**src/rtl/pps_pkg.sv**
```systemverilog
// Shared constants and beat types for the pipelined prime sieve.
package pps_pkg;

  localparam int MaxPrimes = 64;
  localparam int ValueBits = 16;

  // Wide enough to hold the fill count itself (0..MaxPrimes).
  localparam int CntW  = $clog2(MaxPrimes + 1);
  localparam int StepN = (MaxPrimes > ValueBits) ? MaxPrimes : ValueBits;
  localparam int StepW = $clog2(StepN);

  typedef struct packed {
    logic [ValueBits-1:0] candidate;
    logic                 end_of_stream;
  } in_beat_t;

  typedef struct packed {
    logic [ValueBits-1:0] number_out;
    logic                 is_prime;
    logic                 unverified;
    logic                 last_out;
  } out_beat_t;

  // Command broadcast from the sequencer to every cell.
  typedef struct packed {
    logic                 clear;    // zero the running remainder
    logic                 step;     // take one dividend bit
    logic                 din;      // dividend bit, MSB first
    logic [ValueBits-1:0] wr_data;  // prime to store
  } cell_cmd_t;

endpackage

```
**src/rtl/pps_cell.sv**
```systemverilog
// One sieve cell: holds a prime, forms candidate mod prime bit-serially, ripples the hit flag.
module pps_cell (
  input  logic                clk_i,
  input  logic                rst_ni,
  input  pps_pkg::cell_cmd_t  cmd_i,
  input  logic                wr_en_i,
  input  logic                active_i,
  input  logic                carry_i,
  output logic                carry_o
);

  logic [pps_pkg::ValueBits-1:0] prime_q;
  logic [pps_pkg::ValueBits-1:0] rem_q, rem_d;
  logic [pps_pkg::ValueBits:0]   shifted;
  logic                          carry_q, carry_d;

  // Restoring division step: shift in one bit, subtract the prime if it fits.
  // The remainder stays below the prime, so the difference fits the value width.
  always_comb begin
    shifted = {rem_q, cmd_i.din};
    if (shifted >= {1'b0, prime_q}) begin
      rem_d = shifted[pps_pkg::ValueBits-1:0] - prime_q;
    end else begin
      rem_d = shifted[pps_pkg::ValueBits-1:0];
    end
  end

  assign carry_d = carry_i | (active_i & (rem_q == '0));
  assign carry_o = carry_q;

  always_ff @(posedge clk_i) begin
    if (wr_en_i) begin
      prime_q <= cmd_i.wr_data;
    end
    if (cmd_i.clear) begin
      rem_q <= '0;
    end else if (cmd_i.step) begin
      rem_q <= rem_d;
    end
  end

  always_ff @(posedge clk_i or negedge rst_ni) begin
    if (!rst_ni) begin
      carry_q <= 1'b0;
    end else begin
      carry_q <= carry_d;
    end
  end

endmodule

```
**config.mk**
```make
export PLATFORM = sky130hd
export DESIGN_NAME = pps_cell
export DESIGN_NICKNAME = d
export VERILOG_FILES = /design/src/rtl/pps_pkg.sv /design/src/rtl/pps_cell.sv
export SDC_FILE = /design/constraint.sdc
export NUM_CORES = 1
export LEC_CHECK = 0
export BUFFER_PORTS_ARGS = -buffer_cell sky130_fd_sc_hd__buf_2
export CORE_ASPECT_RATIO = 0.75
export CORE_MARGIN = 10
export CORE_UTILIZATION = 59
export CTS_CLUSTER_SIZE = 30
export DETAILED_ROUTE_END_ITERATION = 8
export PLACE_DENSITY = 0.87
export SLEW_MARGIN = 20
export SYNTH_ARGS = -nofsm -noshare
export SYNTH_HDL_FRONTEND = slang
export SYNTH_SLANG_ARGS = --single-unit
```
**constraint.sdc**
```tcl
create_clock -name clk_i -period 2.55 [get_ports clk_i]
set_clock_uncertainty 0.05 [all_clocks]
set_input_delay 0.6375 -clock clk_i [delete_from_list [all_inputs] [get_ports clk_i]]
set_output_delay 0.6375 -clock clk_i [all_outputs]
set_load 0.02 [all_outputs]
```
==> impl_metrics.csv, run 1 <==
group,metric,value,unit
clock_tree,htreeDepth,2,
detailed_routing,wl,6220,microns
power,internal_power,1.12,mW
global_route,grtUsageTotal,18.8,%
sta,tightest_slew,0.452,ns
clock_tree,clk_pin_slew,0.07,ns
hold_path,hold_path_class,"in -> async",
die,core_area,3680,sq um
clock_tree,cts_hold_buf,0,
detailed_routing,first_iter_violations,151,
final_layout,final_util,71.2,%
power,p_leak,1.11,nW
synthesis,synth_common_cells,"22 x inv_1, 22 x nor2_1, 17 x nand3_1",
place,gp_congestion,0.960,
power,max-vdd-ir-drop,0.405,mV
critical_path,critPathArrivalTime,2.61,ns
critical_path,critPathLaunchType,"register",
detailed_routing,drt-wirelength-per-cell,18.6,microns
place,numPortBuffers,24,
sta,relSlewSlack,69.5,%
clock_tree,clkSinkCount,33,
sta,hold_violations,0,
die,die_w,91.5,microns
synthesis,synth_area,2260,sq um
global_route,antenna_found_initial,0,
power,seqPwrFrac,38.1,%
global_route,grt_max_degree,31,
outcome,status,"completed",
critical_path,endpoint_kind,"register",
synthesis,synth-seq-cells,33,
die,initial_utilization,61.4,%
run,maxCapViolations,0,
final_layout,antenna_cells,0,
place,hpwl,4650,microns
die,dieArea,6730,sq um
global_route,grt_pass1_wl,10000,microns
final_layout,syn2layout_area_growth,16.0,%
detailed_routing,ant_nets,0,
sta,finalSetupViolCount,0,
die,die_y,73.6,microns
synthesis,yosys_most_used_dff,"edfxtp_1",
synthesis,yosysWarnings,0,
synthesis,syn_inst,250,
clock_tree,cts_buffers,5,
place,postPlaceCellArea,2480,sq um
synthesis,synth_top_cell_area_share,21.3,%
clock_tree,cts_buffer_depth,2,
critical_path,crit_type,"reg -> reg",
synthesis,syn-num-nets,291,
critical_path,cp_max_fo,9,
sta,period_share,96.4,%
power,p_per_area,647,nW/um^2
die,rows,19,
synthesis,ys_seq_area_share,36.5,%
power,power,1.70,mW
final_layout,multi_input_area,1340,sq um
synthesis,synth_edf_count,16,
sta,fmax,407,MHz
synthesis,yosysTopAreaCell,"edfxtp_1",
critical_path,startpoint,"prime_q[12]",
detailed_routing,viasPerCell,6.43,
final_layout,layout-drive-gt1-share,20.1,%
power,p_clk_share,28.6,%
detailed_routing,vias,2153,
final_layout,fin_nets,323,
sta,period_needed,2.46,ns
final_layout,final_cell_area,2620,sq um
power,swShare,34.0,%
detailed_routing,drt_first_pass_iters,4,
synthesis,yosys-top-cells-area,"edfxtp_1 21%, dfxtp_1 14%, ha_1 8.9%",
critical_path,crit_required,2.71,ns
detailed_routing,drcViolationCount,0,
power,switchingPower,0.578,mW
die,io_pins,25,
final_layout,final_cells,335,
synthesis,ys_types,56,
global_route,grt-ovfl-total,0,
synthesis,syn_avg_cell_area,9.04,sq um
sta,maxSlewViolCount,0,
final_layout,regArea,826,sq um
critical_path,regToRegStartpoint,"prime_q[12]",
clock_tree,cts.root.buffer_cell,"clkbuf_8",
clock_tree,clkLatencyLatePin,0.30,ns
sta,hold_slack,0.0551,ns
power,comb_power_share,33.4,%
clock_tree,tritoncts,"built",
final_layout,nFillCells,302,
synthesis,synthArstFlopShare,3.03,%
global_route,grt_pass1_vias,2016,
place,dp_cells,327,
-- per-stage QoR --
step / setup TNS (ns) / setup slack [ns]
2_1_floorplan: 0 / 0.0622
3_3_place_gp: -0.210 / -0.127
3_5_place_dp: -0.521 / -0.208
4_1_cts: 0 / 0.0129
5_1_grt: -0.00131 / -0.00131
6_report: 0 / 0.0910
-- layer usage --
metal  part of all wire (%)  vias to the layer above  track usage [%]
met5                      0                        -                0
met2                     43                      117             27.3
met1                     43                     1005             25.4
met4                    2.1                        0             7.45
met3                     11                       18             5.60
li1                       -                     1013                -
-- state kept, by name, summed over array words and instances, names as in the netlist --
name / flops
prime_q: 16
rem_q: 16
carry_o: 1
-- power by group through the flow --
stage | logic [mW] | clock network [mW] | registers (mW)
2_1_floorplan | 0.385 | 0 | 0.642
3_3_place_gp | 0.512 | 0 | 0.652
3_5_place_dp | 0.532 | 0 | 0.655
4_1_cts | 0.543 | 0.484 | 0.643
5_1_grt | 0.621 | 0.508 | 0.649
6_report | 0.566 | 0.485 | 0.646
-- final timing paths --
| kind | to | slack [ns] | cells past startpoint |
|---|---|---|---|
| setup / recovery | rem_q[0] | 0.09 | 9 |
| hold / removal | carry_o | 0.06 | 1 |
| setup reg to reg | rem_q[0] | 0.09 | 9 |
| hold reg to reg | carry_o | 0.49 | 1 |
| max in group asynchronous | carry_o | 2.31 | 1 |
| min in group clk_i | prime_q[15] | 0.46 | 1 |
-- layout by cell type (no fill, tap or decap), types with 3 or more instances in the layout --
| cell | netlist | layout |
|---|---|---|
| a211o_1 | 3 | 3 |
| a21o_1 | 3 | 3 |
| a21oi_1 | 12 | 11 |
| a311oi_1 | 11 | 11 |
| a31oi_1 | 4 | 4 |
| and3_1 | 9 | 8 |
| buf_2 | 2 | 24 |
| buf_4 | 1 | 11 |
| clkbuf_8 | 0 | 6 |
| dfxtp_1 | 16 | 16 |
| edfxtp_1 | 16 | 16 |
| ha_1 | 16 | 16 |
| inv_1 | 22 | 22 |
| nand2_1 | 9 | 9 |
| nand2b_1 | 3 | 3 |
| nand3_1 | 17 | 15 |
| nand4_1 | 4 | 4 |
| nor2_1 | 22 | 22 |
| nor4_1 | 3 | 3 |
| o211ai_1 | 5 | 5 |
| o21a_1 | 3 | 3 |
| o21ai_0 | 13 | 11 |
| o21ai_2 | 1 | 3 |
| o31ai_1 | 3 | 3 |
| or3_1 | 3 | 3 |
| xnor2_1 | 8 | 8 |
| xor2_1 | 3 | 3 |
-- cell families after synthesis --
family	Yosys count	share of synthesized area, %
AND/OR/NAND/NOR	81	18.6
XOR/XNOR	11	4.26
buffers and inverters	32	5.98
AO/OA/AOI/OAI	75	24.4
multiplexers	1	0.443
adder cells (fa/ha/maj)	17	9.74
flip-flops	33	36.5
-- layout make-up --
class	instances	area share [%]
Timing Repair Buffer	35	7.73
Tap cell	52	2.48
Sequential cell	33	31.5
Clock buffer	8	4.24
Multi-Input combinational cell	185	50.9
Inverter	22	3.15
-- worst max-delay path: stages (launching register included) --
cell,delay (ns)
edfxtp_1,0.33
inv_1,0.06
ha_1,0.44
nand3_2,0.17
nor4_1,0.33
o21ai_1,0.14
and3_2,0.26
buf_4,0.18
a21o_1,0.16
a311oi_1,0.23
-- what timing repair did --
item,in CTS,in global routing
gates cloned,0,0
endpoints found under the setup margin,1,16
setup buffers,0,0
resized for setup,2,7
(Power assumes the default switching activity.)
==> inputs of run 2 (changes only) <==
--- a/config.mk
+++ b/config.mk
@@ -6,11 +6,12 @@
 export NUM_CORES = 1
 export LEC_CHECK = 0
 export BUFFER_PORTS_ARGS = -buffer_cell sky130_fd_sc_hd__buf_2
-export CORE_ASPECT_RATIO = 0.75
+export CORE_ASPECT_RATIO = 1.5
 export CORE_MARGIN = 10
 export CORE_UTILIZATION = 59
 export CTS_CLUSTER_SIZE = 30
 export DETAILED_ROUTE_END_ITERATION = 8
+export HOLD_SLACK_MARGIN = 0.12
 export PLACE_DENSITY = 0.87
 export SLEW_MARGIN = 20
 export SYNTH_ARGS = -nofsm -noshare
==> impl_metrics.csv, run 2 (synthesis gave the netlist of run 1 again) <==
group,metric,value,unit
clock_tree,cts_buffer_depth,2,
sta,maxSlewViolCount,0,
power,max-vdd-ir-drop,0.511,mV
hold_path,hold_path_class,"reg -> reg",
sta,tns,0,ns
sta,hold_violations,0,
detailed_routing,wl,5350,microns
place,numPortBuffers,24,
place,dp_slack,-0.210,ns
outcome,status,"completed",
clock_tree,clkLatencyLatePin,0.28,ns
sta,finalSetupViolCount,0,
sta,relSlewSlack,65.4,%
global_route,grt_max_degree,25,
place,hpwl,4170,microns
power,p_per_area,594,nW/um^2
global_route,grt_pass1_wl,8520,microns
clock_tree,cts_buffers,5,
detailed_routing,drcViolationCount,0,
critical_path,crit_type,"reg -> reg",
die,rows,27,
die,io_pins,25,
critical_path,cp_max_fo,5,
sta,period_needed,2.47,ns
clock_tree,htreeDepth,2,
power,p_leak,1.11,nW
clock_tree,clkSinkCount,33,
sta,period_share,97.0,%
final_layout,most-common-layout-cells,"24 x buf_2, 22 x inv_1, 22 x nor2_1",
clock_tree,cts.root.buffer_cell,"clkbuf_8",
die,die_y,95.8,microns
power,power,1.55,mW
critical_path,crit_required,2.66,ns
global_route,antenna_found_initial,0,
final_layout,antenna_cells,0,
detailed_routing,ant_nets,0,
die,dieArea,6760,sq um
critical_path,critPathArrivalTime,2.58,ns
die,core_area,3680,sq um
clock_tree,tritoncts,"built",
final_layout,layout-drive-gt1-share,18.9,%
final_layout,final_common_cell,"buf_2",
detailed_routing,drt-wirelength-per-cell,16.3,microns
final_layout,syn2layout_area_growth,15.7,%
clock_tree,postCtsSetupRepairBufs,0,
critical_path,critPathLaunchType,"register",
detailed_routing,first_iter_violations,177,
global_route,grtUsageTotal,15.4,%
die,initial_utilization,61.4,%
die,die_w,70.5,microns
clock_tree,clk_pin_slew,0.07,ns
detailed_routing,viasPerCell,6.22,
sta,tightest_slew,0.516,ns
global_route,grt-ovfl-total,0,
place,gp_congestion,0.919,
sta,fmax,404,MHz
critical_path,endpoint_kind,"register",
sta,setup_ws,0.0767,ns
detailed_routing,vias,2039,
run,maxCapViolations,0,
global_route,grt_pass1_vias,1850,
detailed_routing,drt_first_pass_iters,4,
final_layout,fin_nets,325,
[run 2: repair_timing]
item / 4_1_cts / 5_1_grt
hold buffers: 1 / 0
endpoints found under the hold margin: 1 / 0
endpoints found under the setup margin: 0 / 12
gates resized for setup: 0 / 6
[run 2: critical path: stages (launching register included)]
cell and delay, ns:
edfxtp_1 0.36, inv_1 0.12, ha_1 0.25, nor2b_1 0.16
o31a_4 0.30, buf_4 0.16, or3_1 0.30, o311ai_0 0.37
a211o_1 0.19, a311oi_1 0.09
[run 2: routing by layer]
layer  routed length, microns  track usage, %  up-vias
li1                         -               -     1020
met1                     2220            17.0      928
met2                     2670            27.6       79
met3                      320            3.30       12
met4                      136            7.28        0
met5                        0               0        -
[run 2: report_power, final]
| group | switching, mW | internal, mW | total, mW |
|---|---|---|---|
| clock network | 0.177 | 0.189 | 0.366 |
| logic | 0.309 | 0.237 | 0.546 |
| registers | 0.0354 | 0.605 | 0.641 |
[run 2: final timing paths]
check / from / endpoint / slack, ns / depth (start not counted)
min in group asynchronous: rst_ni / carry_o / 0.61 / 2
max in group asynchronous: rst_ni / carry_o / 1.76 / 2
worst max register to register: prime_q[1] / rem_q[13] / 0.08 / 9
worst min-delay path: rem_q[14] / carry_o / 0.48 / 1
worst max-delay path: prime_q[1] / rem_q[13] / 0.08 / 9
worst min register to register: rem_q[14] / carry_o / 0.48 / 1
[run 2: stage by stage]
step	cell area [sq um]	hold slack [ns]	std cells	utilization, %
finish	2620	0.476	328	71.0
global placement	2500	0.362	319	68.0
detailed placement	2500	0.366	319	68.0
floorplan	2270	0.292	250	-
global route	2620	0.470	328	71.0
CTS	2600	0.456	328	70.5
[run 2: layout make-up]
cell class	count	area (sq um)
inverter	22	82.6
multi-input combinational	185	1330
sequential	33	826
fill	270	1070
timing repair buffer	37	245
clock buffer	6	72.6
tap	43	53.8
clock inverter	2	10.0
==> inputs of run 3 (changes only) <==
--- a/config.mk
+++ b/config.mk
@@ -13,6 +13,7 @@
 export DETAILED_ROUTE_END_ITERATION = 8
 export HOLD_SLACK_MARGIN = 0.12
 export PLACE_DENSITY = 0.87
+export SETUP_SLACK_MARGIN = 0.15
 export SLEW_MARGIN = 20
 export SYNTH_ARGS = -nofsm -noshare
 export SYNTH_HDL_FRONTEND = slang
==> impl_metrics.csv, run 3 (synthesis gave the netlist of run 1 again) <==
group,metric,value,unit
place,gp_congestion,0.854,
critical_path,endpoint_kind,"register",
final_layout,final_cell_area,2790,sq um
clock_tree,tritoncts,"built",
place,dp_cells,316,
clock_tree,htreeDepth,2,
sta,relSlewSlack,58.5,%
detailed_routing,drt-wirelength-per-cell,18.7,microns
place,numPortBuffers,24,
detailed_routing,drt_first_pass_iters,6,
power,p_per_area,593,nW/um^2
sta,hold_violations,0,
sta,finalSetupViolCount,0,
critical_path,r2r_setup_slack,0.12,ns
critical_path,crit_required,2.70,ns
power,p_leak,1.14,nW
die,core_area,3680,sq um
critical_path,crit_type,"in -> reg",
final_layout,layout-drive-gt1-share,27.7,%
global_route,antenna_found_initial,0,
detailed_routing,viasPerCell,6.76,
outcome,status,"completed",
clock_tree,cts_buffers,5,
final_layout,final_common_cell,"buf_2",
global_route,grt_pass1_wl,9470,microns
global_route,grtUsageTotal,17.1,%
detailed_routing,first_iter_violations,222,
sta,period_needed,2.51,ns
sta,rsz0062_at_grt,"yes",
clock_tree,clkSinkCount,33,
critical_path,timing.rr.end,"rem_q[14]",
place,dp_slack,-0.195,ns
critical_path,startpoint,"cmd_i[16]",
critical_path,critPathArrivalTime,2.66,ns
sta,maxSlewViolCount,0,
clock_tree,cts_buffer_depth,2,
die,die_y,95.8,microns
clock_tree,clkLatencyLatePin,0.29,ns
critical_path,slowest_stage,"fa_2",
final_layout,nFillCells,247,
sta,fmax,398,MHz
critical_path,r2r_cells,9,
critical_path,endpoint,"rem_q[14]",
final_layout,final_cells,332,
global_route,grt_pass1_vias,2066,
critical_path,cp_max_fo,4,
detailed_routing,ant_nets,0,
place,hpwl,4410,microns
sta,tightest_slew,0.616,ns
critical_path,cpPeakStageDelay,0.38,ns
die,initial_utilization,61.4,%
die,dieArea,6760,sq um
final_layout,final_util,75.8,%
clock_tree,cts.root.buffer_cell,"clkbuf_8",
hold_path,hold_path_class,"in -> reg",
detailed_routing,drcViolationCount,0,
detailed_routing,vias,2245,
critical_path,path_cells,"buf_12 -> inv_12 -> ha_4 -> inv_2 -> fa_2 -> a211oi_4 -> o21ai_4 -> a2111oi_4 -> nor2_1 -> xnor2_1 -> o31ai_1",
die,rows,27,
run,maxCapViolations,0,
final_layout,antenna_cells,0,
critical_path,critPathLaunchType,"primary input",
die,die_w,70.5,microns
global_route,grt_max_degree,31,
sta,period_share,98.6,%
place,postPlaceCellArea,2520,sq um
clock_tree,clk_pin_slew,0.07,ns
critical_path,regToRegStartpoint,"prime_q[0]",
final_layout,fin_nets,329,
die,io_pins,25,
sta,setup_ws,0.0360,ns
detailed_routing,wl,6220,microns
global_route,grt-ovfl-total,0,
final_layout,syn2layout_area_growth,23.5,%
power,max-vdd-ir-drop,0.507,mV
final_layout,most-common-layout-cells,"23 x buf_2, 22 x nor2_1, 18 x inv_1",
==> run 3: per-stage QoR <==
step | total power [mW] | hold slack, ns | TNS [ns]
after CTS | 1.57 | 0.467 | 0
after global routing | 1.74 | 0.465 | -0.0489
final | 1.66 | 0.471 | 0
after global placement | 1.17 | 0.362 | -0.244
after detailed placement | 1.19 | 0.363 | -0.596
after floorplan | 1.04 | 0.292 | 0
==> run 3: final cells by class <==
class / count / area, sq um / share of cell area (%)
Inverter: 22 / 95.1 / 3.41
Timing Repair Buffer: 41 / 290 / 10.4
Multi-Input combinational cell: 185 / 1440 / 51.7
Clock inverter: 2 / 10.0 / 0.359
Clock buffer: 6 / 72.6 / 2.60
Sequential cell: 33 / 827 / 29.6
Tap cell: 43 / 53.8 / 1.93
==> run 3: power by group <==
group / internal (mW) / leakage (nW) / switching [mW]
Clock: 0.189 / 0.0450 / 0.188
Combinational: 0.279 / 0.793 / 0.355
Sequential: 0.606 / 0.300 / 0.0392
==> run 3: repair_timing <==
action                                 in CTS  in global routing
resized for setup                           2                 30
endpoints found under the hold margin       1                  0
setup endpoints to repair                   7                 16
hold buffers                                1                  0
pin swaps                                   1                 17
buffers inserted                            0                  7
==> run 3: worst min path at each step <==
| stage | from | endpoint | slack (ns) | cells after the start |
|---|---|---|---|---|
| floorplan | rst_ni | carry_o | 0.29 | 0 |
| global placement | rst_ni | carry_o | 0.36 | 1 |
| detailed placement | rst_ni | carry_o | 0.36 | 1 |
| CTS | cmd_i[12] | prime_q[12] | 0.47 | 1 |
| global route | cmd_i[9] | prime_q[9] | 0.46 | 1 |
| finish | cmd_i[9] | prime_q[9] | 0.47 | 1 |
==> run 3: worst max-delay path: cells and delay by family <==
kind | cells | cell delay [ns]
compound gates | 4 | 1.10
xor+xnor | 1 | 0.14
fa+ha+maj | 2 | 0.49
buf+inv | 3 | 0.18
simple gates | 1 | 0.10
==> run 3: layer usage <==
metal / part of all wire (%) / global-route usage (%)
met1: 38 / 18.2
met2: 51 / 31.1
met3: 7.1 / 3.30
met4: 3.4 / 9.39
met5: 0 / 0
